$ cat config.mk
export PLATFORM = sky130hd
export DESIGN_NAME = cht_used_map
export DESIGN_NICKNAME = d
export VERILOG_FILES = /design/src/hw/rtl/cht_pkg.sv /design/src/hw/rtl/cht_used_map.sv
export SDC_FILE = /design/constraint.sdc
export NUM_CORES = 1
export LEC_CHECK = 0
export ABC_CLOCK_PERIOD_IN_PS = 3570
export BUFFER_PORTS_ARGS = -buffer_cell sky130_fd_sc_hd__buf_2
export CORE_AREA = 10 10 178 180
export DETAILED_ROUTE_END_ITERATION = 8
export DIE_AREA = 0 0 188 190
export GPL_TIMING_DRIVEN = 0
export PLACE_DENSITY = 0.66
export SLEW_MARGIN = 20
export SYNTH_ARGS = -nofsm -noshare
export SYNTH_HDL_FRONTEND = slang
export SYNTH_SLANG_ARGS = --single-unit
$ cat constraint.sdc
create_clock -name clk -period 3.57 [get_ports clk]
set_input_delay 0 -clock clk [delete_from_list [all_inputs] [get_ports clk]]
set_output_delay 0 -clock clk [all_outputs]
set_load 0.05 [all_outputs]
$ cat src/hw/rtl/cht_pkg.sv
// Shared types and constants of the capability handle table.
// Request, result and table entry layouts, kind and status codes, FSM states.
// No dependencies.
package cht_pkg;

    localparam int unsigned TABLE_SLOTS_DEF = 256;
    localparam int unsigned ROW_BITS        = 32;
    localparam int unsigned ROW_BIT_W       = 5;
    localparam logic [31:0] RIGHTS_MASK_RST = 32'hFFFF_FFFF;

    typedef enum logic [2:0] {
        KIND_ALLOC       = 3'd0,
        KIND_LOOKUP      = 3'd1,
        KIND_READ_FLAGS  = 3'd2,
        KIND_WRITE_FLAGS = 3'd3,
        KIND_INSTALL     = 3'd4,
        KIND_REMOVE      = 3'd5
    } kind_t;

    typedef enum logic [2:0] {
        ST_OK     = 3'd0,
        ST_INVAL  = 3'd1,
        ST_NOENT  = 3'd2,
        ST_ACCESS = 3'd3,
        ST_FULL   = 3'd4
    } status_t;

    typedef enum logic [2:0] {
        S_CLEAR,
        S_IDLE,
        S_SCAN,
        S_EVAL,
        S_PUSH
    } state_t;

    typedef struct packed {
        logic [2:0]  kind;
        logic [15:0] handle;
        logic [31:0] object_id;
        logic [3:0]  object_type;
        logic [31:0] rights;
        logic [31:0] demand_rights;
        logic [31:0] new_flags;
    } req_t;

    typedef struct packed {
        status_t     status;
        logic [7:0]  handle_index;
        logic [31:0] found_object;
        logic [31:0] entry_flags;
        logic [31:0] entry_rights;
        logic        reference_taken;
        logic [31:0] released_object;
    } result_t;

    typedef struct packed {
        logic [31:0] generation;
        logic [31:0] flags;
        logic [31:0] rights;
        logic [3:0]  otype;
        logic [31:0] object_id;
    } entry_t;

    // Outcome of the first-free search over one row of used bits
    typedef struct packed {
        logic                 found;
        logic [ROW_BIT_W-1:0] pos;
    } map_scan_t;

endpackage

$ cat src/hw/rtl/cht_used_map.sv
// Used-slot bitmap, 32 slots to a row, in a memory with registered read.
// Finds the lowest free slot of the row last read. Depends on cht_pkg.
module cht_used_map #(
    parameter int unsigned TABLE_SLOTS = cht_pkg::TABLE_SLOTS_DEF
) (
    input  logic                                   clk,
    input  logic                                   rd_en,
    input  logic [(((TABLE_SLOTS + cht_pkg::ROW_BITS - 1) / cht_pkg::ROW_BITS) > 1 ?
                  $clog2((TABLE_SLOTS + cht_pkg::ROW_BITS - 1) / cht_pkg::ROW_BITS) : 1)-1:0]
                                                   rd_addr,
    output logic [cht_pkg::ROW_BITS-1:0]           rd_data,
    output cht_pkg::map_scan_t                     scan,
    input  logic                                   wr_en,
    input  logic [(((TABLE_SLOTS + cht_pkg::ROW_BITS - 1) / cht_pkg::ROW_BITS) > 1 ?
                  $clog2((TABLE_SLOTS + cht_pkg::ROW_BITS - 1) / cht_pkg::ROW_BITS) : 1)-1:0]
                                                   wr_addr,
    input  logic [cht_pkg::ROW_BITS-1:0]           wr_data
);
    import cht_pkg::*;

    localparam int unsigned ROW_CNT   = (TABLE_SLOTS + ROW_BITS - 1) / ROW_BITS;
    localparam int unsigned ROW_W     = (ROW_CNT > 1) ? $clog2(ROW_CNT) : 1;
    localparam int unsigned ROW_DEPTH = 1 << ROW_W;
    localparam int unsigned LAST_BITS = TABLE_SLOTS - ROW_BITS * (ROW_CNT - 1);
    localparam logic [ROW_BITS-1:0] LAST_MASK = {ROW_BITS{1'b1}} >> (ROW_BITS - LAST_BITS);

    logic [ROW_BITS-1:0] mem [ROW_DEPTH];
    logic [ROW_BITS-1:0] rd_data_reg;
    logic [ROW_W-1:0]    rd_row_reg;
    logic [ROW_BITS-1:0] row_mask;
    logic [ROW_BITS-1:0] avail;

    always_ff @(posedge clk)
    begin
        if (wr_en)
        begin
            mem[wr_addr] <= wr_data;
        end
        if (rd_en)
        begin
            rd_data_reg <= mem[rd_addr];
            rd_row_reg  <= rd_addr;
        end
    end

    assign rd_data = rd_data_reg;

    // Slots past the end of the table in the last row never count as free
    assign row_mask = (rd_row_reg == ROW_W'(ROW_CNT - 1)) ? LAST_MASK : {ROW_BITS{1'b1}};
    assign avail    = ~rd_data_reg & row_mask;

    always_comb
    begin
        scan = '0;
        for (int b = ROW_BITS - 1; b >= 0; b--)
        begin
            if (avail[b])
            begin
                scan.found = 1'b1;
                scan.pos   = ROW_BIT_W'(b);
            end
        end
    end

endmodule

==> results by group, run 1 <==
Logic synthesis
  – Post-Synth Adder-Cell Area: 0%
  – Synth Area in Compound Gates: 1.39%
  – Largest family of logic cells by synthesized area: multiplexers
  – Count of different cell masters after synthesis: 28
  – Share of the synthesized area in the top cell type: between 70% and 80%
  – Post-synthesis sequential area ratio: 77.6%
  – Average size of a mapped cell: 23.1 µm²
  – Xor/xnor share of the synthesized area: 0%
  – Syn_nets: 524
  – Post-synth top area cell: edfxtp_1
  – Yosys warning count: 0
  – Synthesis-stage register bit count: 288
  – Synth Area in Simple Gates: 2.10%
  – Cells after synthesis: 483
  – Mux contribution to synthesized area: 17.5%
  – Top post-synthesis cells by area: edfxtp_1 (78%), mux4_1 (9.4%), mux4_2 (4.9%)
  – Cell Area, Synth: approximately 11000 µm²

Clock tree
  – Clk Tree Root Cell: clkbuf_16
  – Clock Path Buffers: 3
  – CTS Buf Count: 27
  – Worst-skew pair later-pin latency: between 0.5 and 0.6 ns
  – Cts repair resizes: 0
  – Cts hold-fix bufs: 35
  – Clk slew on worst S/H paths: 0.06 ns
  – H-tree depth: 1
  – CTS tree: yes
  – Post-CTS Setup Inserts: 0
  – Clk sinks: roughly 290

Hold path
  – Hold Path Class: in2reg
  – Hold path cells: 2

Layout
  – Final net count: 683
  – Multi-input gate area: ~2400 µm²
  – Fill count: 2314
  – Syn-to-layout area delta: 22.4%
  – Number of flip-flops under the largest register name: 256
  – Share of layout cells above drive strength 1: between 30% and 40%
  – FF+latch area: between 8000 and 9000 µm²

GRT
  – Global route overflow: 0
  – Vias in the first global route: 5789
  – Initial antenna violation count: 3
  – Global-route wire length before repair: 36700 µm
  – Maximum number of pins on one net before global-route repair: 33
  – All-Layer GR Usage: 13.5%

Routing
  – Total number of vias: 5451
  – Number of vias per cell: just over 5
  – Initial DRT Pass Iterations: 7
  – WL final: 24600 µm
  – Remaining antenna violation count: 0
  – DRC: 0
  – DRT iter0 DRCs: 384
  – Wire length per cell: 23.4 µm

Setup path
  – Crit path DAT: 2.23 ns
  – Startpoint types: register
  – WP data required: 3.57 ns
  – WS Path Type: reg2out
  – R2R setup slack: around 2.1 ns
  – R2R cell count: 2
  – Crit-path max FO: 4
  – Critical path endpoint category: output pin

Placed design
  – I/O Buffers: 75
  – Routability cong.: approximately 0.76
  – Hpwl dp: 16200 µm
  – Setup WS pre-CTS: 1.75 ns

STA
  – Setup slack after layout: ~1.3 ns
  – Final Cycle Share: 62.6%
  – Final setup skew: 0.00523 ns
  – Fin crit period: 2.23 ns
  – Final Max Tran Viols: 0
  – RSZ-0062 raised after global routing: false
  – Final hold violations: 0
  – Slew headroom: between 30% and 40%
  – Final setup fails: 0
  – Setup TNS: 0 ns
  – Fmax: 0.448 GHz
  – Worst slew pin tran: 0.926 ns

Flow run
  – Max Cap Viol: 0

Floorplanning
  – Io pins: just under 80
  – Std cell rows: 62
  – Core ar.: 28200 µm²
  – DIE AREA: between 30000 and 40000 µm²
  – Initial Utilization: between 30% and 40%
  – Die Y: 190 µm
  – Die Wd: 188 µm

Power and ir drop
  – Max VDD drop: 0.314 mV
  – PD cells: 536 nW/µm²
  – Static leakage: 0.00459 µW

Run status
  – Status: complete, no violations
-- worst max-delay path, cell delays in order, from the launching register on --
cell and delay (ns):
edfxtp_1 0.47, nor2b_1 0.16, o21ai_0 0.09, a21oi_1 0.32
o211ai_1 0.18, a21oi_1 0.18, buf_2 0.29
-- cell usage in the layout (no fill, tap or decap), types with 5 or more instances in the layout --
cell type | synthesis | final
buf_2 | 6 | 81
inv_1 | 7 | 7
nor2_4 | 0 | 6
mux4_1 | 40 | 40
a21oi_1 | 7 | 7
mux2_2 | 32 | 32
nand2_1 | 14 | 14
clkinv_1 | 0 | 5
nand4_1 | 9 | 9
clkinvlp_4 | 0 | 6
buf_6 | 7 | 8
o21ai_0 | 8 | 8
buf_16 | 0 | 9
dlygate4sd3_1 | 0 | 35
clkbuf_16 | 0 | 27
buf_4 | 0 | 9
edfxtp_1 | 288 | 288
mux4_2 | 24 | 24
-- area by class of cell --
| class | instances | area share, % |
|---|---|---|
| repair buffers | 130 | 7.86 |
| multi-input cells | 170 | 17.6 |
| clock inverters | 21 | 1.49 |
| clock buffers | 29 | 5.01 |
| well taps | 384 | 3.52 |
| plain buffers | 18 | 0.935 |
| inverters | 7 | 0.193 |
| diodes | 2 | 0.0367 |
| flip-flops and latches | 288 | 63.4 |
-- Yosys cell counts (all sizes together) --
cell type  instances
a211oi             1
a21o               1
a21oi              7
a221oi             1
a31oi              4
and4               1
buf               16
clkbuf             2
edfxtp           288
inv                7
mux2              32
mux4              64
nand2             14
nand2b             3
nand3              3
nand4              9
nor2              10
nor2b              1
nor3               4
nor4               1
o2111ai            1
o211ai             2
o21ai              8
o21bai             1
or3                2
-- routing by layer --
| layer | part of all wire (%) | track usage (%) |
|---|---|---|
| met5 | 0.028 | 0 |
| met4 | 1.5 | 3.32 |
| met3 | 6.5 | 3.26 |
| met2 | 50 | 22.7 |
| met1 | 42 | 17.5 |
-- metrics by stage --
stage	instances	total power [µW]	utilization [%]	cell area, µm²	hold slack, ns
final	1049	7310	48.3	13600	0.0220
after global routing	1048	7540	48.3	13600	0.0266
after CTS	1047	7370	48.3	13600	0.0332
after detailed placement	962	4530	43.9	12400	0.267
after global placement	942	4490	42.5	12000	0.253
after floorplan	483	4310	-	11100	0.0989
-- kinds of logic (layout without fill, tap and decap cells) --
| family | Yosys count | after routing |
|---|---|---|
| flip-flops | 288 | 288 |
| multiplexers | 96 | 96 |
| AND/OR/NAND/NOR | 48 | 48 |
| AO/OA/AOI/OAI | 26 | 26 |
| buffers and inverters | 25 | 205 |
| other | 0 | 2 |
-- report_power, final --
part	switching, µW	leakage, µW	internal, µW
combinational	336	0.00153	222
clock	1200	0.000415	1610
sequential	65.4	0.00264	3860
-- final timing paths --
check                    from          end
hold reg to reg    mem[0][28]  rd_data[28]
setup / recovery  rd_data[31]      scan[0]
hold / removal     rd_addr[2]   rd_data[0]
setup reg to reg    mem[1][4]   rd_data[4]
No activity file was read; power rests on OpenSTA's default activity.
==> run 2: changes to the inputs <==
Settings changed: ABC_AREA set to 1, ABC_CLOCK_PERIOD_IN_PS 3570 to 2260.
Clock period 3.57 ns to 2.26 ns, I/O delays scaled along.
==> results by group, run 2 <==
Run status
  – Status: finished, violations left (was complete, no violations)
  – Failing checks: negative setup slack

Logic synthesis
  – Share of the synthesized area in the top cell type: 77.8% (was 77.6%)
  – Cells after synthesis: 849 (was 483)
  – Count of different cell masters after synthesis: 18 (was 28)
  – Ys async rst share: 0% (unchanged)
  – Yosys warning count: 0 (unchanged)
  – Top post-synthesis cells by area: edfxtp_1 (78%), nor2_1 (8.2%), o21ai_0 (5.8%) (was edfxtp_1 (78%), mux4_1 (9.4%), mux4_2 (4.9%))
  – Most common cell in the synthesized netlist: edfxtp_1 (unchanged)
  – Top cells by count, synth: edfxtp_1 (288), nor2_1 (242), o21ai_0 (128) (was edfxtp_1 (288), mux4_1 (40), mux2_2 (32))
  – Post-synthesis sequential area ratio: 77.8% (was 77.6%)
  – Average size of a mapped cell: 13.1 µm² (was 23.1 µm²)
  – Cell Area, Synth: 11100 µm² (about the same)
  – Main flop type after synthesis: edfxtp_1 (unchanged)
  – Syn_nets: 890 (was 524)
  – Synthesis-stage register bit count: 288 (unchanged)
  – Post-synth EDFFs: 288 (unchanged)
  – Post-synth top area cell: edfxtp_1 (unchanged)

Power and ir drop
  – PD cells: 868 nW/µm² (was 536 nW/µm²)
  – Pint: 9070 µW (was 5700 µW)
  – Reg power frac: 52.4% (was 53.8%)
  – Sw power: 2720 µW (was 1610 µW)
  – Switch share: 23.1% (was 22.0%)
  – Static leakage: 0.00455 µW (was 0.00459 µW)
  – Clock Power Share: 39.1% (was 38.6%)
  – Max VDD drop: 0.440 mV (was 0.314 mV)
  – Logic pwr share: 8.5% (was 7.6%)

Placed design
  – Dpl cells: 1320 (was 962)
  – Placed cell area: 12300 µm² (was 12400 µm²)
  – I/O Buffers: 78 (was 75)
  – Routability cong.: 0.790 (was 0.760)
  – Hpwl dp: 18600 µm (was 16200 µm)
  – Setup WS pre-CTS: -0.413 ns (was 1.75 ns)

Setup path
  – CP max stage cell: edfxtp_1 (unchanged)
  – Crit-path max FO: 2 (was 4)
  – Crit path DAT: 3.04 ns (was 2.23 ns)
  – R2R setup slack: 1.07 ns (was 2.10 ns)
  – Worst R2R End: rd_data[4] (unchanged)
  – CP peak stage delay: 0.43 ns (was 0.47 ns)
  – Critical path endpoint category: output pin (unchanged)
  – R2r startpoint: mem[5][4] (was mem[1][4])
  – R2R cell count: 4 (was 2)
  – WP data required: 2.26 ns (was 3.57 ns)
  – Startpoint types: register (unchanged)
  – Most frequent CP cell: nand2_1 (was a21oi_1)
  – WS Path Type: reg2out (unchanged)

Routing
  – Initial DRT Pass Iterations: 5 (was 7)
  – Total number of vias: 7225 (was 5451)
  – Number of vias per cell: 5.13 (was 5.20)
  – Wire length per cell: 20.1 µm (was 23.4 µm)
  – Remaining antenna violation count: 0 (unchanged)
  – DRT iter0 DRCs: 688 (was 384)
  – WL final: 28300 µm (was 24600 µm)
  – DRC: 0 (unchanged)

Clock tree
  – CTS Buf Count: 28 (was 27)
  – Clk sinks: 288 (unchanged)
  – Clk slew on worst S/H paths: 0.06 ns (about the same)
  – Worst-skew pair later-pin latency: 0.54 ns (was 0.53 ns)
  – CTS tree: yes (unchanged)
  – Clk Tree Root Cell: clkbuf_16 (unchanged)
  – Clock Path Buffers: 3 (unchanged)
  – H-tree depth: 1 (unchanged)

Floorplanning
  – Core ar.: 28200 µm² (unchanged)
  – Die Wd: 188 µm (unchanged)
  – Std cell rows: 62 (unchanged)
  – DIE AREA: 35700 µm² (unchanged)
  – Initial Utilization: 39.4% (was 39.5%)
  – Io pins: 79 (unchanged)
  – Die Y: 190 µm (unchanged)

GRT
  – Vias in the first global route: 7177 (was 5789)
  – Global route overflow: 0 (unchanged)
  – All-Layer GR Usage: 15.3% (was 13.5%)
  – Initial antenna violation count: 1 (was 3)
  – Maximum number of pins on one net before global-route repair: 33 (unchanged)
  – Global-route wire length before repair: 42500 µm (was 36700 µm)

STA
  – Worst slew pin tran: 0.948 ns (was 0.926 ns)
  – Slew headroom: 36.8% (was 38.3%)
  – RSZ-0062 raised after global routing: true (was false)
  – Fmax: around 0.33 GHz
  – Setup slack after layout: -0.785 ns (was 1.34 ns)
  – Setup TNS: -1.33 ns (was 0 ns)
  – Final Cycle Share: 135%
  – Final setup skew: 0.00936 ns (was 0.00523 ns)
  – Final Max Tran Viols: 0 (unchanged)
  – Final hold violations: 0 (unchanged)
  – Final setup fails: 2 (was 0)
  – Fin crit period: 3.04 ns

Layout
  – Number of flip-flops under the largest register name: 256 (unchanged)
  – Finished Layout Cells: 1408 (was 1049)
  – Share of layout cells above drive strength 1: 14.6% (was 32.4%)
  – Most frequent cells in the layout: edfxtp_1 (288), nor2_1 (233), o21ai_0 (128), buf_2 (74), nand2_1 (50) (was edfxtp_1 (288), buf_2 (81), mux4_1 (40), dlygate4sd3_1 (35), mux2_2 (32))
  – Design area: 13600 µm² (about the same)
  – Commonest non-fill, non-tap cell in the layout: edfxtp_1 (unchanged)
  – Syn-to-layout area delta: 22.3% (was 22.4%)
  – Final net count: 1043 (was 683)

Flow run
  – Max Cap Viol: 0 (unchanged)

Hold path
  – Hold Path Class: in2reg (unchanged)
  – Hold Path Origin: wr_addr[2] (was rd_addr[2])
  – Hold path cells: 3 (was 2)
  – Hold Path End: mem[7][27] (was rd_data[0])
[run 2: changes by cell type after synthesis, moves of 7 or more]
cell	previous run	this run
buf_6	7	0
mux4_2	24	0
clkbuf_1	2	40
a31oi_1	4	36
nand2_1	14	54
nor2_1	10	242
mux2_2	32	0
o21ai_0	8	128
mux4_1	40	0
o22ai_1	0	32
[run 2: power by group through the flow]
stage	Sequential (µW)	Combinational, µW	Clock [µW]
floorplan	6440	386	0
global placement	6300	882	0
detailed placement	6290	934	0
CTS	6180	1000	4680
global route	6200	1080	4900
finish	6180	997	4610
[run 2: cells by family after synthesis]
| kind of cell | count (synthesis) | synth area share (%) |
|---|---|---|
| AOI/OAI and AO/OA | 200 | 9.86 |
| buffers and inverters | 57 | 1.92 |
| DFF | 288 | 77.8 |
| and+or+nand+nor | 304 | 10.4 |
[run 2: worst max-delay path by stage]
stage	slack [ns]	start	endpoint
3_3_place_gp	-1.05	wr_addr[0]	mem[0][8]
4_1_cts	-0.81	rd_data[31]	scan[0]
3_5_place_dp	-0.41	rd_data[31]	scan[0]
6_report	-0.78	rd_data[31]	scan[0]
5_1_grt	-1.06	rd_data[31]	scan[0]
2_1_floorplan	-0.53	rd_data[31]	scan[0]
[run 2: area by class of cell]
type / instances / area [µm²]
Antenna cell: 1 / 2.50
Buffer: 47 / 176
Clock buffer: 35 / 748
Clock inverter: 16 / 159
Fill cell: 2441 / 14600
Inverter: 10 / 37.5
Multi-Input combinational cell: 504 / 2360
Sequential cell: 288 / 8650
Tap cell: 384 / 480
Timing Repair Buffer: 123 / 978
[run 2: timing repair]
| item | 4_1_cts | 5_1_grt |
|---|---|---|
| endpoints found under the setup margin | 2 | 2 |
| endpoints found under the hold margin | 257 | 0 |
| resized for setup | 13 | 4 |
| gates cloned | 0 | 0 |
| buffers inserted | 2 | 1 |
| pin swaps | 8 | 4 |
| hold buffers | 33 | 0 |
[run 2: worst max-delay path: cells and delay by family, from the launching register on]
family | cells | cell delay (ns)
compound gates | 1 | 0.12
simple gates | 29 | 1.72
flops | 1 | 0.43
buf+inv | 2 | 0.24
[run 2: per-layer routing]
| metal | vias to the layer above | GRT usage, % | routed length [µm] |
|---|---|---|---|
| met5 | - | 0 | 0 |
| met4 | 0 | 5.66 | 908 |
| met3 | 49 | 2.65 | 1750 |
| met2 | 255 | 26.4 | 14200 |
| met1 | 3503 | 19.0 | 11400 |
| li1 | 3418 | - | - |
[run 2: metrics by stage]
stage	power (µW)	util, %	hold slack [ns]
floorplan	6830	-	0.0989
finish	11800	48.1	0.0587
global placement	7180	42.5	0.270
CTS	11900	48.1	0.0518
global route	12200	48.1	0.0773
detailed placement	7230	43.5	0.273
