==> src/hw/rtl/cht_pkg.sv <==
// Shared types and constants of the capability handle table.
// Request, result and table entry layouts, kind and status codes, FSM states.
// No dependencies.
package cht_pkg;

    localparam int unsigned TABLE_SLOTS_DEF = 256;
    localparam int unsigned ROW_BITS        = 32;
    localparam int unsigned ROW_BIT_W       = 5;
    localparam logic [31:0] RIGHTS_MASK_RST = 32'hFFFF_FFFF;

    typedef enum logic [2:0] {
        KIND_ALLOC       = 3'd0,
        KIND_LOOKUP      = 3'd1,
        KIND_READ_FLAGS  = 3'd2,
        KIND_WRITE_FLAGS = 3'd3,
        KIND_INSTALL     = 3'd4,
        KIND_REMOVE      = 3'd5
    } kind_t;

    typedef enum logic [2:0] {
        ST_OK     = 3'd0,
        ST_INVAL  = 3'd1,
        ST_NOENT  = 3'd2,
        ST_ACCESS = 3'd3,
        ST_FULL   = 3'd4
    } status_t;

    typedef enum logic [2:0] {
        S_CLEAR,
        S_IDLE,
        S_SCAN,
        S_EVAL,
        S_PUSH
    } state_t;

    typedef struct packed {
        logic [2:0]  kind;
        logic [15:0] handle;
        logic [31:0] object_id;
        logic [3:0]  object_type;
        logic [31:0] rights;
        logic [31:0] demand_rights;
        logic [31:0] new_flags;
    } req_t;

    typedef struct packed {
        status_t     status;
        logic [7:0]  handle_index;
        logic [31:0] found_object;
        logic [31:0] entry_flags;
        logic [31:0] entry_rights;
        logic        reference_taken;
        logic [31:0] released_object;
    } result_t;

    typedef struct packed {
        logic [31:0] generation;
        logic [31:0] flags;
        logic [31:0] rights;
        logic [3:0]  otype;
        logic [31:0] object_id;
    } entry_t;

    // Outcome of the first-free search over one row of used bits
    typedef struct packed {
        logic                 found;
        logic [ROW_BIT_W-1:0] pos;
    } map_scan_t;

endpackage

==> src/hw/rtl/cht_ctrl.sv <==
// Request sequencer: clearing pass, free-slot scan, read-modify-write of one
// slot, result register with a hold stage. Depends on cht_pkg.
module cht_ctrl #(
    parameter int unsigned TABLE_SLOTS = cht_pkg::TABLE_SLOTS_DEF
) (
    input  logic                                   clk,
    input  logic                                   rst_n,
    input  logic                                   cfg_write_en,
    input  logic [31:0]                            cfg_write_data,
    input  logic                                   req_valid,
    output logic                                   req_ready,
    input  cht_pkg::req_t                          req,
    output logic                                   rsp_valid,
    input  logic                                   rsp_ready,
    output cht_pkg::result_t                       rsp,
    output logic                                   ent_rd_en,
    output logic [$clog2(TABLE_SLOTS)-1:0]         ent_rd_addr,
    input  cht_pkg::entry_t                        ent_rd_data,
    output logic                                   ent_wr_en,
    output logic [$clog2(TABLE_SLOTS)-1:0]         ent_wr_addr,
    output cht_pkg::entry_t                        ent_wr_data,
    output logic                                   map_rd_en,
    output logic [(((TABLE_SLOTS + cht_pkg::ROW_BITS - 1) / cht_pkg::ROW_BITS) > 1 ?
                  $clog2((TABLE_SLOTS + cht_pkg::ROW_BITS - 1) / cht_pkg::ROW_BITS) : 1)-1:0]
                                                   map_rd_addr,
    input  logic [cht_pkg::ROW_BITS-1:0]           map_rd_data,
    input  cht_pkg::map_scan_t                     map_scan,
    output logic                                   map_wr_en,
    output logic [(((TABLE_SLOTS + cht_pkg::ROW_BITS - 1) / cht_pkg::ROW_BITS) > 1 ?
                  $clog2((TABLE_SLOTS + cht_pkg::ROW_BITS - 1) / cht_pkg::ROW_BITS) : 1)-1:0]
                                                   map_wr_addr,
    output logic [cht_pkg::ROW_BITS-1:0]           map_wr_data
);
    import cht_pkg::*;

    localparam int unsigned SLOT_W  = $clog2(TABLE_SLOTS);
    localparam int unsigned ROW_CNT = (TABLE_SLOTS + ROW_BITS - 1) / ROW_BITS;
    localparam int unsigned ROW_W   = (ROW_CNT > 1) ? $clog2(ROW_CNT) : 1;
    localparam int unsigned IDX_W   = ROW_W + ROW_BIT_W;

    state_t         state_reg, state_next;
    req_t           req_reg, req_next;
    logic [15:0]    tgt_reg, tgt_next;
    logic           range_reg, range_next;
    logic [ROW_W-1:0] scan_reg, scan_next;
    logic           full_reg, full_next;
    logic [SLOT_W-1:0] clr_reg, clr_next;
    result_t        res_reg, res_next;
    result_t        rsp_reg, rsp_next;
    logic           rsp_valid_reg, rsp_valid_next;
    logic [31:0]    rights_mask_reg;

    result_t        res_c;
    entry_t         ent_wd_c;
    entry_t         filled_c;
    logic           we_c;
    logic           used_new_c;
    logic           used_c;
    logic           live_c;
    logic [ROW_BITS-1:0] map_wd_c;
    logic [IDX_W-1:0] found_idx;
    logic           out_free;

    function automatic logic alloc_bad(req_t r, logic [31:0] mask);
        alloc_bad = (r.object_id == '0) || (r.object_type == '0)
                    || ((r.rights & ~mask) != '0);
    endfunction

    always_ff @(posedge clk or negedge rst_n)
    begin
        if (!rst_n)
        begin
            state_reg       <= S_CLEAR;
            clr_reg         <= '0;
            rsp_valid_reg   <= 1'b0;
            rights_mask_reg <= RIGHTS_MASK_RST;
        end
        else
        begin
            state_reg     <= state_next;
            clr_reg       <= clr_next;
            rsp_valid_reg <= rsp_valid_next;
            if (cfg_write_en)
            begin
                rights_mask_reg <= cfg_write_data;
            end
        end
    end

    always_ff @(posedge clk)
    begin
        req_reg   <= req_next;
        tgt_reg   <= tgt_next;
        range_reg <= range_next;
        scan_reg  <= scan_next;
        full_reg  <= full_next;
        res_reg   <= res_next;
        rsp_reg   <= rsp_next;
    end

    // Evaluate the request against the slot read back from both memories
    always_comb
    begin
        used_c   = map_rd_data[tgt_reg[ROW_BIT_W-1:0]];
        live_c   = used_c && (ent_rd_data.object_id != '0) && (ent_rd_data.otype != '0);
        filled_c.generation = ent_rd_data.generation + 32'd1;
        filled_c.flags      = '0;
        filled_c.rights     = req_reg.rights;
        filled_c.otype      = req_reg.object_type;
        filled_c.object_id  = req_reg.object_id;
        res_c              = '0;
        res_c.status       = ST_INVAL;
        res_c.handle_index = req_reg.handle[7:0];
        we_c       = 1'b0;
        used_new_c = used_c;
        ent_wd_c   = ent_rd_data;
        unique case (req_reg.kind)
            KIND_ALLOC:
            begin
                res_c.handle_index = '0;
                if (alloc_bad(req_reg, rights_mask_reg))
                begin
                    res_c.status = ST_INVAL;
                end
                else if (full_reg)
                begin
                    res_c.status = ST_FULL;
                end
                else
                begin
                    res_c.status          = ST_OK;
                    res_c.handle_index    = tgt_reg[7:0];
                    res_c.reference_taken = 1'b1;
                    we_c       = 1'b1;
                    used_new_c = 1'b1;
                    ent_wd_c   = filled_c;
                end
            end
            KIND_LOOKUP:
            begin
                if (!range_reg)
                begin
                    res_c.status = ST_NOENT;
                end
                else if ((req_reg.demand_rights & ~rights_mask_reg) != '0)
                begin
                    res_c.status = ST_INVAL;
                end
                else if (!live_c)
                begin
                    res_c.status = ST_NOENT;
                end
                else if ((ent_rd_data.rights & req_reg.demand_rights)
                         != req_reg.demand_rights)
                begin
                    res_c.status = ST_ACCESS;
                end
                else
                begin
                    res_c.status          = ST_OK;
                    res_c.found_object    = ent_rd_data.object_id;
                    res_c.entry_flags     = ent_rd_data.flags;
                    res_c.entry_rights    = ent_rd_data.rights;
                    res_c.reference_taken = 1'b1;
                end
            end
            KIND_READ_FLAGS:
            begin
                if (!range_reg || !used_c)
                begin
                    res_c.status = ST_NOENT;
                end
                else
                begin
                    res_c.status      = ST_OK;
                    res_c.entry_flags = ent_rd_data.flags;
                end
            end
            KIND_WRITE_FLAGS:
            begin
                if (!range_reg || !used_c)
                begin
                    res_c.status = ST_NOENT;
                end
                else
                begin
                    res_c.status   = ST_OK;
                    we_c           = 1'b1;
                    ent_wd_c.flags = req_reg.new_flags;
                end
            end
            KIND_INSTALL:
            begin
                if ((req_reg.object_id == '0) || !range_reg || (req_reg.object_type == '0))
                begin
                    res_c.status = ST_INVAL;
                end
                else
                begin
                    res_c.status          = ST_OK;
                    res_c.reference_taken = 1'b1;
                    if (used_c && (ent_rd_data.object_id != '0))
                    begin
                        res_c.released_object = ent_rd_data.object_id;
                    end
                    we_c       = 1'b1;
                    used_new_c = 1'b1;
                    ent_wd_c   = filled_c;
                end
            end
            KIND_REMOVE:
            begin
                if (!range_reg || !live_c)
                begin
                    res_c.status = ST_NOENT;
                end
                else
                begin
                    res_c.status       = ST_OK;
                    res_c.found_object = ent_rd_data.object_id;
                    we_c       = 1'b1;
                    used_new_c = 1'b0;
                    ent_wd_c            = '0;
                    ent_wd_c.generation = ent_rd_data.generation;
                end
            end
            default:
            begin
                res_c.status = ST_INVAL;
            end
        endcase
        map_wd_c = map_rd_data;
        map_wd_c[tgt_reg[ROW_BIT_W-1:0]] = used_new_c;
    end

    assign found_idx = {scan_reg, map_scan.pos};
    assign out_free  = !rsp_valid_reg || rsp_ready;

    always_comb
    begin
        state_next     = state_reg;
        req_next       = req_reg;
        tgt_next       = tgt_reg;
        range_next     = range_reg;
        scan_next      = scan_reg;
        full_next      = full_reg;
        clr_next       = clr_reg;
        res_next       = res_reg;
        rsp_next       = rsp_reg;
        rsp_valid_next = rsp_valid_reg && !rsp_ready;
        req_ready      = 1'b0;
        ent_rd_en      = 1'b0;
        ent_rd_addr    = req.handle[SLOT_W-1:0];
        ent_wr_en      = 1'b0;
        ent_wr_addr    = tgt_reg[SLOT_W-1:0];
        ent_wr_data    = ent_wd_c;
        map_rd_en      = 1'b0;
        map_rd_addr    = req.handle[ROW_BIT_W +: ROW_W];
        map_wr_en      = 1'b0;
        map_wr_addr    = tgt_reg[ROW_BIT_W +: ROW_W];
        map_wr_data    = map_wd_c;
        unique case (state_reg)
            S_CLEAR:
            begin
                // Zero one slot and one bitmap row per cycle
                ent_wr_en   = 1'b1;
                ent_wr_addr = clr_reg;
                ent_wr_data = '0;
                map_wr_en   = 1'b1;
                map_wr_addr = clr_reg[ROW_W-1:0];
                map_wr_data = '0;
                clr_next    = clr_reg + 1'b1;
                if (clr_reg == SLOT_W'(TABLE_SLOTS - 1))
                begin
                    state_next = S_IDLE;
                end
            end
            S_IDLE:
            begin
                req_ready = 1'b1;
                if (req_valid)
                begin
                    req_next   = req;
                    tgt_next   = req.handle;
                    range_next = ({1'b0, req.handle} < 17'(TABLE_SLOTS));
                    full_next  = 1'b0;
                    scan_next  = '0;
                    ent_rd_en  = 1'b1;
                    map_rd_en  = 1'b1;
                    if (req.kind == KIND_ALLOC)
                    begin
                        map_rd_addr = '0;
                        state_next  = alloc_bad(req, rights_mask_reg) ? S_EVAL : S_SCAN;
                    end
                    else
                    begin
                        state_next = S_EVAL;
                    end
                end
            end
            S_SCAN:
            begin
                if (map_scan.found)
                begin
                    // Keep this row in the bitmap read register for the write-back
                    tgt_next    = 16'(found_idx);
                    ent_rd_en   = 1'b1;
                    ent_rd_addr = found_idx[SLOT_W-1:0];
                    state_next  = S_EVAL;
                end
                else if (scan_reg == ROW_W'(ROW_CNT - 1))
                begin
                    full_next  = 1'b1;
                    state_next = S_EVAL;
                end
                else
                begin
                    scan_next   = scan_reg + 1'b1;
                    map_rd_en   = 1'b1;
                    map_rd_addr = scan_reg + 1'b1;
                end
            end
            S_EVAL:
            begin
                ent_wr_en = we_c;
                map_wr_en = we_c;
                if (out_free)
                begin
                    rsp_next       = res_c;
                    rsp_valid_next = 1'b1;
                    state_next     = S_IDLE;
                end
                else
                begin
                    res_next   = res_c;
                    state_next = S_PUSH;
                end
            end
            S_PUSH:
            begin
                if (out_free)
                begin
                    rsp_next       = res_reg;
                    rsp_valid_next = 1'b1;
                    state_next     = S_IDLE;
                end
            end
            default:
            begin
                state_next = S_CLEAR;
            end
        endcase
    end

    assign rsp_valid = rsp_valid_reg;
    assign rsp       = rsp_reg;

    a_map_with_entry: assert property (@(posedge clk) disable iff (!rst_n)
        map_wr_en |-> ent_wr_en)
        else $error("bitmap written without the slot entry");

    a_write_states: assert property (@(posedge clk) disable iff (!rst_n)
        ent_wr_en |-> (state_reg == S_EVAL || state_reg == S_CLEAR))
        else $error("slot entry written outside evaluate or clear");

    a_push_blocked: assert property (@(posedge clk) disable iff (!rst_n)
        (state_reg == S_PUSH) |-> rsp_valid_reg)
        else $error("result held back while the output register is empty");

    a_taken_ok: assert property (@(posedge clk) disable iff (!rst_n)
        (rsp_valid_reg && rsp_reg.reference_taken) |-> (rsp_reg.status == ST_OK))
        else $error("reference taken on a failed request");

    a_scan_from_alloc: assert property (@(posedge clk) disable iff (!rst_n)
        (state_reg == S_SCAN) |-> (req_reg.kind == KIND_ALLOC))
        else $error("free-slot scan for a request other than allocate");

endmodule

==> config.mk <==
export PLATFORM = sky130hd
export DESIGN_NAME = cht_ctrl
export DESIGN_NICKNAME = d
export VERILOG_FILES = /design/src/hw/rtl/cht_pkg.sv /design/src/hw/rtl/cht_ctrl.sv
export SDC_FILE = /design/constraint.sdc
export NUM_CORES = 1
export LEC_CHECK = 0
export ABC_CLOCK_PERIOD_IN_PS = 22000
export BUFFER_PORTS_ARGS = -buffer_cell sky130_fd_sc_hd__buf_2
export CAP_MARGIN = 5
export CELL_PAD_IN_SITES_DETAIL_PLACEMENT = 1
export CELL_PAD_IN_SITES_GLOBAL_PLACEMENT = 1
export CORE_AREA = 8 8 265 267
export DETAILED_ROUTE_END_ITERATION = 8
export DIE_AREA = 0 0 273 275
export GPL_TIMING_DRIVEN = 0
export HOLD_SLACK_MARGIN = 0.03
export PLACE_DENSITY = 0.71
export SLEW_MARGIN = 30
export SYNTH_ARGS = -nofsm -noshare
export SYNTH_HDL_FRONTEND = slang
export SYNTH_SLANG_ARGS = --single-unit
==> constraint.sdc <==
create_clock -name clk -period 22 [get_ports clk]
set_input_delay 0 -clock clk [delete_from_list [all_inputs] [get_ports clk]]
set_output_delay 0 -clock clk [all_outputs]
set_load 0.05 [all_outputs]
==> results of run 1 <==
critical path, stage by stage (launching register included):
cell and delay (ps):
edfxtp_1 430, nor4_1 570, nand4_1 310, o21ai_0 780
or3_1 400, buf_2 370, buf_2 360, o21ai_0 190
a21oi_1 360, mux2i_1 280, buf_2 300
how the worst min path moves through the flow:
| stage | start | end | slack (ps) | cells after the start |
|---|---|---|---|---|
| floorplan | rst_n | clr_reg[0]$_DFFE_PN0P_ | -300 | 0 |
| global placement | req[9] | req_reg[9]$_DFFE_PP_ | 180 | 1 |
| detailed placement | rst_n | state_reg[2]$_DFFE_PN0P_ | 60 | 1 |
| CTS | req[103] | filled_c[3]$_DFFE_PP_ | 60 | 2 |
| global route | req[59] | req_reg[59]$_DFFE_PP_ | 70 | 2 |
| finish | req[41] | req_reg[41]$_DFFE_PP_ | 100 | 2 |
stage by stage:
| step | instance area, um^2 | instances | hold WS (ps) | power (W) |
|---|---|---|---|---|
| after global placement | 27100 | 3301 | 178 | 0.00300 |
| after CTS | 32200 | 3703 | 64.5 | 0.00399 |
| final | 32200 | 3709 | 99.8 | 0.00398 |
| after detailed placement | 27500 | 3313 | 63.2 | 0.00302 |
| after floorplan | 22600 | 1740 | -296 | 0.00247 |
| after global routing | 32200 | 3707 | 74.9 | 0.00411 |
layout by cell type, fill, tap and decap left out, types with 30 or more instances in the layout:
master,n
and3_1,72
mux2_2,110
a21oi_1,40
o22ai_1,36
nor2_1,73
clkbuf_1,76
inv_1,84
buf_2,716
nand2_1,158
dlygate4sd3_1,291
o21ai_0,78
xnor2_1,33
and2_1,36
edfxtp_1,436
nor4_1,42
dfstp_2,32
mux2_1,30
clkbuf_16,55
and2_4,30
a22o_1,112
nand2b_1,33
logic make-up after synthesis:
group,after synthesis,share of synthesized area [%]
buffers and inverters,193,3.75
flip-flops,480,63.0
AO/OA/AOI/OAI,312,9.83
XOR/XNOR,35,1.36
multiplexers,156,7.82
adder cells (fa/ha/maj),4,0.221
AND/OR/NAND/NOR,560,14.0
layout make-up:
class | instances | share of cell area (%)
diodes | 6 | 0.0466
inverters | 85 | 1.01
clock inverters | 26 | 1.10
multi-input cells | 1067 | 23.4
clock buffers | 73 | 4.48
flip-flops and latches | 480 | 44.2
well taps | 873 | 3.39
repair buffers | 991 | 20.7
plain buffers | 108 | 1.64
metal layers:
metal,vias up,wire length (um)
met5,-,0
met2,860,52200
met3,228,6450
li1,8661,-
met1,9879,40300
met4,0,4450
timing repair:
action	4_1_cts	5_1_grt
buffers inserted	0	0
endpoints found under the setup margin	0	0
endpoints found under the hold margin	488	0
hold buffers	291	0
power groups by stage:
stage,combinational [W],sequential (W),clock (W)
after floorplan,0.000808,0.00166,0
final,0.00169,0.00136,0.000928
after CTS,0.00169,0.00136,0.000940
after global routing,0.00176,0.00138,0.000975
after global placement,0.00156,0.00144,0
after detailed placement,0.00164,0.00137,0
==> flow_metrics.tcl, run 1 <==
set metrics [dict create \
    htreeDepth 2 \
    net-switching-power_w 0.00178 \
    syn_avg_cell_area_um2 13.0 \
    r2r_slack_ps 18390 \
    overall_die_width_um 273 \
    synth.yosys.warnings 0 \
    combinationalPowerShare_pct 42.5 \
    post_cts_resize_count 0 \
    drt_pre_antenna_iters 5 \
    post_synth_num_cell_types 72 \
    boundaryPins 690 \
    seq_area_frac_synth_pct 63.0 \
    critPathLaunchType "register" \
    post_synth_main_area_contributors "edfxtp_1 (58%), mux2_2 (5.5%), a22o_1 (4.3%), dfstp_2 (3.7%), nand2_1 (2.6%)" \
    report.final.slew_viol_count 0 \
    pre_cts_slack_ps 17590 \
    crit_arrival_ps 4970 \
    final.setup.tns_ps 0 \
    grt_util_met2_pct 46.0 \
    clk_pin_slew_worst_paths_ps 60 \
    worstReg2RegEnd "rsp[19]$_DFFE_PP_" \
    drcViolationCount 0 \
    rows 95 \
    critical_path_class "reg2out" \
    area.sequential_um2 14200 \
    global_route.usage.met1_pct 31.6 \
    hp_class "in2reg" \
    synth.largest_area_cell "edfxtp_1" \
    overflow 0 \
    drt-total-wl_um 103000 \
    worst_setup_path_end_kind "primary output" \
    synth_nets 2102 \
    worstReg2RegStart "filled_c[7]$_DFFE_PP_" \
    insertion_delay_ps 620 \
    final_period_minus_worst_setup_slack_ps 4970 \
    power_frac_clock_pct 23.3 \
    worstPathRequired_ps 22000 \
    dominantRegCellSynth "edfxtp_1" \
    footprint_of_the_multi_input_gates_um2 7550 \
    layout.core_utilization_pct 48.6 \
    die_height_um 275 \
    crit_fanout 10 \
    pwr_density_nw_per_um2 124 \
    gp_congestion 0.934 \
    core_um2 66300 \
    final-hold-violation-count 0 \
    syn_area_um2 22600 \
    vias 19600 \
    fp.dieArea_um2 75100 \
    detail_route.vias_per_cell 5.29 \
    synthesis_stage_register_bit_count 480 \
    crit_start "filled_c[7]$_DFFE_PP_" \
    fillers 7103 \
    grt_util_all_layers_pct 26.2 \
    clock_tree_from_tritoncts "built" \
    setup_slack_ps 17030 \
    async_flop_share_pct 9.17 \
    worstMarginPinSlew_ps 891 \
    timing.fmax_ghz 0.201 \
    timing.final.setup_violations 0 \
    max-slew-margin-rel_pct 40.0 \
    worst_ir_drop_vdd_uv 84.9 \
    grt_antenna_before_repair 6 \
    drt-initial-drc-count 1529 \
    initial_utilization_pct 34.1 \
    synthTopCellsByCount "edfxtp_1 (436), nand2_1 (158), a22o_1 (112)" \
    hpwlAfterDp_um 77000 \
    syn_inst 1740 \
    numPortBuffers 688 \
    setup.worst_path.end "ent_wr_data[131]" \
    drive_above_1_share_pct 36.6 \
    num-nets-final 3149 \
    gr-usage-met3_pct 4.93 \
    cts_made_buffers 54 \
    result_of_the_run "complete, no violations" \
    antenna_violating_nets_post_route 0 \
    yosysMostFrequentCell "edfxtp_1" \
    finClkSkew_ps 55.4 \
    first_global_vias 21400 \
    maximum_number_of_pins_on_one_net_before_global_route_repair 77 \
    part_of_the_power_in_registers_pct 34.2 \
    yosysTopAreaCellShare_pct 57.9 \
    synth-edff-count 436 \
    switching_power_share_of_the_total_pct 44.6 \
    internal_power_w 0.00221 \
    layout_worst_path_cycle_share_pct 22.6 \
    grt_first_pass_wirelength_um 148000 \
    worst-r2r-cell-count 8 \
    routedWlPerCell_um 27.9 \
    areaGrowthSynthToFinish_pct 42.6 \
    globalRoute.busiestLayer "met2" \
    grt_setup_unrepaired "no" \
    cts_max_path_buffers 3 \
    clock_sink_count 480 \
    clock_tree.root_cell "clkbuf_16" \
    leakagePower_nw 13.6 \
    max_cap_viol_count 0 \
]
Power figures use the tool's default switching activity.
==> inputs of run 2 (changes only) <==
- ABC_CLOCK_PERIOD_IN_PS: 22000 -> 4250
- CORE_AREA: 8 8 265 267 -> 8 8 264 266
- DIE_AREA: 0 0 273 275 -> 0 0 272 274
- PLACE_DENSITY: 0.71 -> 0.74
- clock period: 22 -> 4.25 ns (I/O delays scaled with it)
==> flow_metrics.tcl, run 2 (synthesis gave the netlist of run 1 again) <==
set metrics [dict create \
    routedWlPerCell_um 28.0 \
    areaGrowthSynthToFinish_pct 43.6 \
    overall_die_width_um 272 \
    critPathLaunchType "register" \
    critical_path_class "reg2out" \
    final_period_minus_worst_setup_slack_ps 4050 \
    area.sequential_um2 14200 \
    fp.dieArea_um2 74500 \
    drt-initial-drc-count 1738 \
    drive_above_1_share_pct 37.6 \
    timing.final.setup_violations 0 \
    core_um2 65300 \
    worst_ir_drop_vdd_uv 387 \
    drt-total-wl_um 104000 \
    die_height_um 274 \
    initial_utilization_pct 34.6 \
    fillers 6996 \
    internal_power_w 0.0116 \
    holdWs_ps 94.5 \
    overflow 0 \
    pwr_density_nw_per_um2 644 \
    result_of_the_run "complete, no violations" \
    setup_slack_ps 200 \
    power_frac_clock_pct 24.0 \
    final-hold-violation-count 0 \
    numPortBuffers 688 \
    clock_tree_from_tritoncts "built" \
    insertion_delay_ps 620 \
    clock_tree.root_cell "clkbuf_16" \
    rows 94 \
    timing.fmax_ghz 0.247 \
    finClkSkew_ps 43.9 \
    final_common_cell "buf_2" \
    post-layout-total-power_w 0.0209 \
    crit_arrival_ps 4050 \
    leakagePower_nw 13.7 \
    grt_setup_unrepaired "no" \
    drt_pre_antenna_iters 7 \
    max_cap_viol_count 0 \
    first_global_vias 21900 \
    hp_class "in2reg" \
    drcViolationCount 0 \
    grt_antenna_before_repair 10 \
    worstPathRequired_ps 4250 \
    num-nets-final 3155 \
    gp_congestion 0.921 \
    layout.core_utilization_pct 49.7 \
    cts_max_path_buffers 3 \
    clk_pin_slew_worst_paths_ps 70 \
    worstMarginPinSlew_ps 1060 \
    worst_setup_path_end_kind "primary output" \
    boundaryPins 690 \
    crit_fanout 10 \
    fin_cells 3712 \
    antenna_violating_nets_post_route 0 \
    pre_cts_slack_ps 28.3 \
    report.final.slew_viol_count 0 \
    numPlacedInstances 3307 \
    part_of_the_power_in_registers_pct 33.7 \
    switching_power_share_of_the_total_pct 44.5 \
    grt_first_pass_wirelength_um 149000 \
    hpwlAfterDp_um 76500 \
    combinationalPowerShare_pct 42.3 \
    max-slew-margin-rel_pct 29.0 \
    layout_worst_path_cycle_share_pct 95.3 \
    mostFrequentLayoutCells "buf_2 (716), edfxtp_1 (436), dlygate4sd3_1 (291), nand2_1 (158), a22o_1 (112)" \
    vias 19900 \
    maximum_number_of_pins_on_one_net_before_global_route_repair 47 \
    clock_sink_count 480 \
    footprint_of_the_multi_input_gates_um2 7600 \
    grt_util_all_layers_pct 26.5 \
    cts_made_buffers 54 \
    htreeDepth 2 \
    net-switching-power_w 0.00931 \
    detail_route.vias_per_cell 5.35 \
]
[run 2: cell count changes in the layout (fill, tap and decap cells not counted), moves of 3 or more]
cell | before | now
buf_12 | 2 | 7
buf_4 | 8 | 11
clkbuf_1 | 76 | 60
clkbuf_8 | 0 | 3
clkinv_2 | 5 | 17
clkinvlp_4 | 2 | 5
diode_2 | 6 | 9
inv_6 | 0 | 3
inv_8 | 3 | 0
[run 2: critical path, cell delays in order, from the launching register on]
cell      delay, ps
edfxtp_1        450
nor4_1          440
nand4_1         350
o21ai_4         370
or3_4           250
buf_2           290
buf_2           340
o21ai_0         170
a21oi_1         230
mux2i_1         230
buf_2           300
[run 2: power groups by stage]
| stage | registers (W) | logic [W] | clock network (W) |
|---|---|---|---|
| floorplan | 0.00846 | 0.00419 | 0 |
| global placement | 0.00722 | 0.00808 | 0 |
| detailed placement | 0.00709 | 0.00853 | 0 |
| CTS | 0.00701 | 0.00880 | 0.00506 |
| global route | 0.00711 | 0.00919 | 0.00525 |
| finish | 0.00704 | 0.00884 | 0.00502 |
[run 2: repair_timing]
| action | 4_1_cts | 5_1_grt |
|---|---|---|
| pin swaps | 3 | 2 |
| hold endpoints to repair | 486 | 0 |
| resized for setup | 7 | 6 |
| endpoints found under the setup margin | 156 | 45 |
| buffers inserted | 2 | 1 |
| hold buffers | 291 | 0 |
[run 2: final timing paths]
check,to,slack (ps),depth (start not counted),start
worst max-delay path,ent_wr_data[131],200,10,filled_c[9]$_DFFE_PP_
worst min-delay path,req_reg[34]$_DFFE_PP_,90,2,req[34]
worst max register to register,rsp[100]$_DFFE_PP_,600,8,req_reg[37]$_DFFE_PP_
worst min register to register,clr_reg[7]$_DFFE_PN0P_,500,1,clr_reg[7]$_DFFE_PN0P_
max in group asynchronous,clr_reg[7]$_DFFE_PN0P_,2850,3,rst_n
min in group asynchronous,rights_mask_reg[27]$_DFFE_PN1P_,210,2,rst_n
[run 2: through the flow]
stage               cell area (um^2)  setup TNS [ps]
finish                         32400               0
global route                   32400               0
CTS                            32400               0
detailed placement             27500               0
global placement               27100         -313920
floorplan                      22600               0
[run 2: cell type report]
| cell class | count | share of cell area, % |
|---|---|---|
| Clock buffer | 61 | 4.47 |
| Buffer | 108 | 1.63 |
| Sequential cell | 480 | 43.9 |
| Multi-Input combinational cell | 1067 | 23.4 |
| Antenna cell | 9 | 0.0694 |
| Timing Repair Buffer | 997 | 20.8 |
| Tap cell | 864 | 3.33 |
| Clock inverter | 41 | 1.42 |
| Inverter | 85 | 0.995 |
[run 2: per-layer routing]
| layer | global-route usage, % | up-vias | share of wire, % |
|---|---|---|---|
| li1 | - | 8671 | - |
| met4 | 9.99 | 2 | 4.1 |
| met3 | 5.28 | 218 | 6.6 |
| met2 | 47.3 | 956 | 51 |
| met5 | 0 | - | 0.013 |
| met1 | 31.2 | 10000 | 38 |
==> inputs of run 3 (changes only) <==
- ABC_AREA: default -> 1
- CORE_AREA: 8 8 264 266 -> default
- CORE_MARGIN: default -> 8
- CORE_UTILIZATION: default -> 35
- DIE_AREA: 0 0 272 274 -> default
- GPL_TIMING_DRIVEN: 0 -> default
- PLACE_DENSITY: 0.74 -> 0.77
==> flow_metrics.tcl, run 3 <==
set metrics [dict create \
    post_synth_main_area_contributors "edfxtp_1 (51%), nand2_1 (12%), a21oi_1 (4.5%), inv_1 (4.5%), nor2_1 (4.3%)" \
    grt_antenna_before_repair 28 \
    stdcell_area_um2 35100 \
    post_dp_cell_area_um2 29800 \
    r2r_slack_ps 850 \
    drt_pre_antenna_iters 5 \
    finClkSkew_ps 49.8 \
    worst_ir_drop_vdd_uv 570 \
    final_period_minus_worst_setup_slack_ps 4120 \
    internal_power_w 0.0108 \
    numPortBuffers 689 \
    detailroute.wirelength.met2_um 60700 \
    max-slew-margin-rel_pct 35.1 \
    switching_power_share_of_the_total_pct 48.9 \
    num-nets-final 4287 \
    rows 99 \
    cts_made_buffers 55 \
    hpwlAfterDp_um 79800 \
    worstMarginPinSlew_ps 974 \
    synth.yosys.warnings 0 \
    worstReg2RegEnd "res_reg[73]$_DFFE_PP_" \
    postCtsSetupBuffers 0 \
    synthTopCellsByCount "nand2_1 (803), edfxtp_1 (436), inv_1 (303)" \
    clock_tree.root_cell "clkbuf_16" \
    met3RoutedLength_um 9350 \
    yosysMostFrequentCell "nand2_1" \
    result_of_the_run "complete, no violations" \
    setup.worst_path.end "ent_wr_data[87]" \
    layout_worst_path_cycle_share_pct 96.9 \
    boundaryPins 690 \
    synth_fa_ha_area_share_pct 0.196 \
    areaGrowthSynthToFinish_pct 37.7 \
    grt_first_pass_wirelength_um 185000 \
    initial_utilization_pct 35.2 \
    first_global_vias 28500 \
    critical_path_class "reg2out" \
    worstPathRequired_ps 4250 \
    clk_pin_slew_worst_paths_ps 60 \
    overall_die_width_um 286 \
    drcViolationCount 0 \
    crit_arrival_ps 4120 \
    combinationalPowerShare_pct 46.8 \
    gp_congestion 0.899 \
    cts_max_path_buffers 3 \
    htreeDepth 2 \
    routed.top_layer "met5" \
    syn_inst 2957 \
    routed_length_on_met1_um 47500 \
    clock_sink_count 480 \
    worst-r2r-cell-count 12 \
    synth-compound-area-share_pct 10.9 \
    grt_util_all_layers_pct 29.4 \
    report.final.slew_viol_count 0 \
    synth.mux.area_fraction_pct 0 \
    fp.dieArea_um2 81700 \
    vias 27000 \
    mostFrequentLayoutCells "nand2_1 (802), buf_2 (688), edfxtp_1 (436), dlygate4sd3_1 (348), inv_1 (300)" \
    async_flop_share_pct 9.17 \
    synth_nets 3319 \
    worstReg2RegStart "rights_mask_reg[27]$_DFFE_PN1P_" \
    post_synth_num_cell_types 49 \
    leakagePower_nw 15.7 \
    pwr_density_nw_per_um2 601 \
    drt-initial-drc-count 2242 \
    net-switching-power_w 0.0103 \
    syn_avg_cell_area_um2 8.62 \
    antenna_violating_nets_post_route 0 \
    timing.fmax_ghz 0.243 \
    hp_class "in2reg" \
    post-layout-total-power_w 0.0211 \
    critPathLaunchType "register" \
    synthesis_stage_register_bit_count 480 \
    crit_fanout 15 \
    drt-total-wl_um 125000 \
    dominantRegCellSynth "edfxtp_1" \
    syn_area_um2 25500 \
    synth.largest_area_cell "edfxtp_1" \
    crit_start "filled_c[6]$_DFFE_PP_" \
    max_cap_viol_count 0 \
    post_synth_simple_gate_area_pct 24.5 \
    post_synth_xor_area_fraction_pct 0.791 \
    layout.core_utilization_pct 48.4 \
    worst_setup_path_end_kind "primary output" \
    part_of_the_power_in_registers_pct 30.6 \
    final-hold-violation-count 0 \
    overflow 0 \
    seq_area_frac_synth_pct 55.9 \
    yosysTopAreaCellShare_pct 51.4 \
    die_height_um 286 \
    insertion_delay_ps 620 \
    routedWlPerCell_um 25.3 \
    clock_tree_from_tritoncts "built" \
    detail_route.vias_per_cell 5.44 \
    synth_top_family_by_area "simple AND/OR/NAND/NOR gates" \
    core_um2 72500 \
    final_common_cell "nand2_1" \
    synth-edff-count 436 \
    drive_above_1_share_pct 24.0 \
    maximum_number_of_pins_on_one_net_before_global_route_repair 141 \
    power_frac_clock_pct 22.6 \
    timing.final.setup_violations 0 \
]
-- run 3: power by group through the flow --
stage | Clock, W | Sequential, W | Combinational [W]
final | 0.00477 | 0.00645 | 0.00986
after global routing | 0.00499 | 0.00650 | 0.0104
after CTS | 0.00474 | 0.00640 | 0.00964
after detailed placement | 0 | 0.00649 | 0.00932
after global placement | 0 | 0.00646 | 0.00922
after floorplan | 0 | 0.00738 | 0.00568
-- run 3: area by class of cell --
cell class,instances,area (um^2)
fill,8615,37400
timing repair buffer,1073,7290
multi-input combinational,2002,9380
tap,959,1200
inverter,313,1180
sequential,480,14200
clock inverter,34,259
antenna,26,65.1
clock buffer,68,1480
-- run 3: cell families (layout without fill, tap and decap cells) --
logic type,Yosys count,after routing
simple gates,1477,1478
compound gates,497,497
fa+ha+maj,4,4
xor+xnor,23,23
flops,480,480
buf+inv,476,1488
other cells,0,26
-- run 3: critical path, stage by stage (launching register included) --
cell	delay (ps)
edfxtp_1	400
nor2_1	140
nand2_1	80
nor2_1	330
nand2_1	160
nor2_4	270
nor2_2	110
nand4_2	280
nand2_4	240
nor2_4	530
buf_4	260
nand3_1	110
a21oi_1	250
buf_2	310
-- run 3: routing by layer --
layer | GRT usage [%] | vias to the layer above
li1 | - | 11800
met1 | 35.1 | 13200
met2 | 49.4 | 1483
met3 | 5.84 | 463
met4 | 16.4 | 6
met5 | 0 | -
-- run 3: through the flow --
step	setup slack (ps)	hold slack [ps]	setup TNS [ps]	std cells
after floorplan	-131	-296	-1280	2957
after global placement	617	177	0	4477
after detailed placement	546	178	0	4477
after CTS	37.0	51.9	0	4928
after global routing	-21.0	90.3	-40.2	4950
final	133	105	0	4955
-- run 3: worst min path at each step --
stage | startpoint | end | slack [ps] | cells past startpoint
after floorplan | rst_n | clr_reg[0]$_DFFE_PN0P_ | -300 | 0
after global placement | req[30] | req_reg[30]$_DFFE_PP_ | 180 | 1
after detailed placement | req[31] | req_reg[31]$_DFFE_PP_ | 180 | 1
after CTS | req[60] | req_reg[60]$_DFFE_PP_ | 50 | 2
after global routing | req[54] | req_reg[54]$_DFFE_PP_ | 90 | 2
final | req[54] | req_reg[54]$_DFFE_PP_ | 100 | 2
-- run 3: timing repair --
item,CTS,global route
gates resized for setup,0,4
endpoints found under the hold margin,462,0
pin swaps,1,0
hold buffers,348,0
endpoints found under the setup margin,8,101
gates cloned,1,0
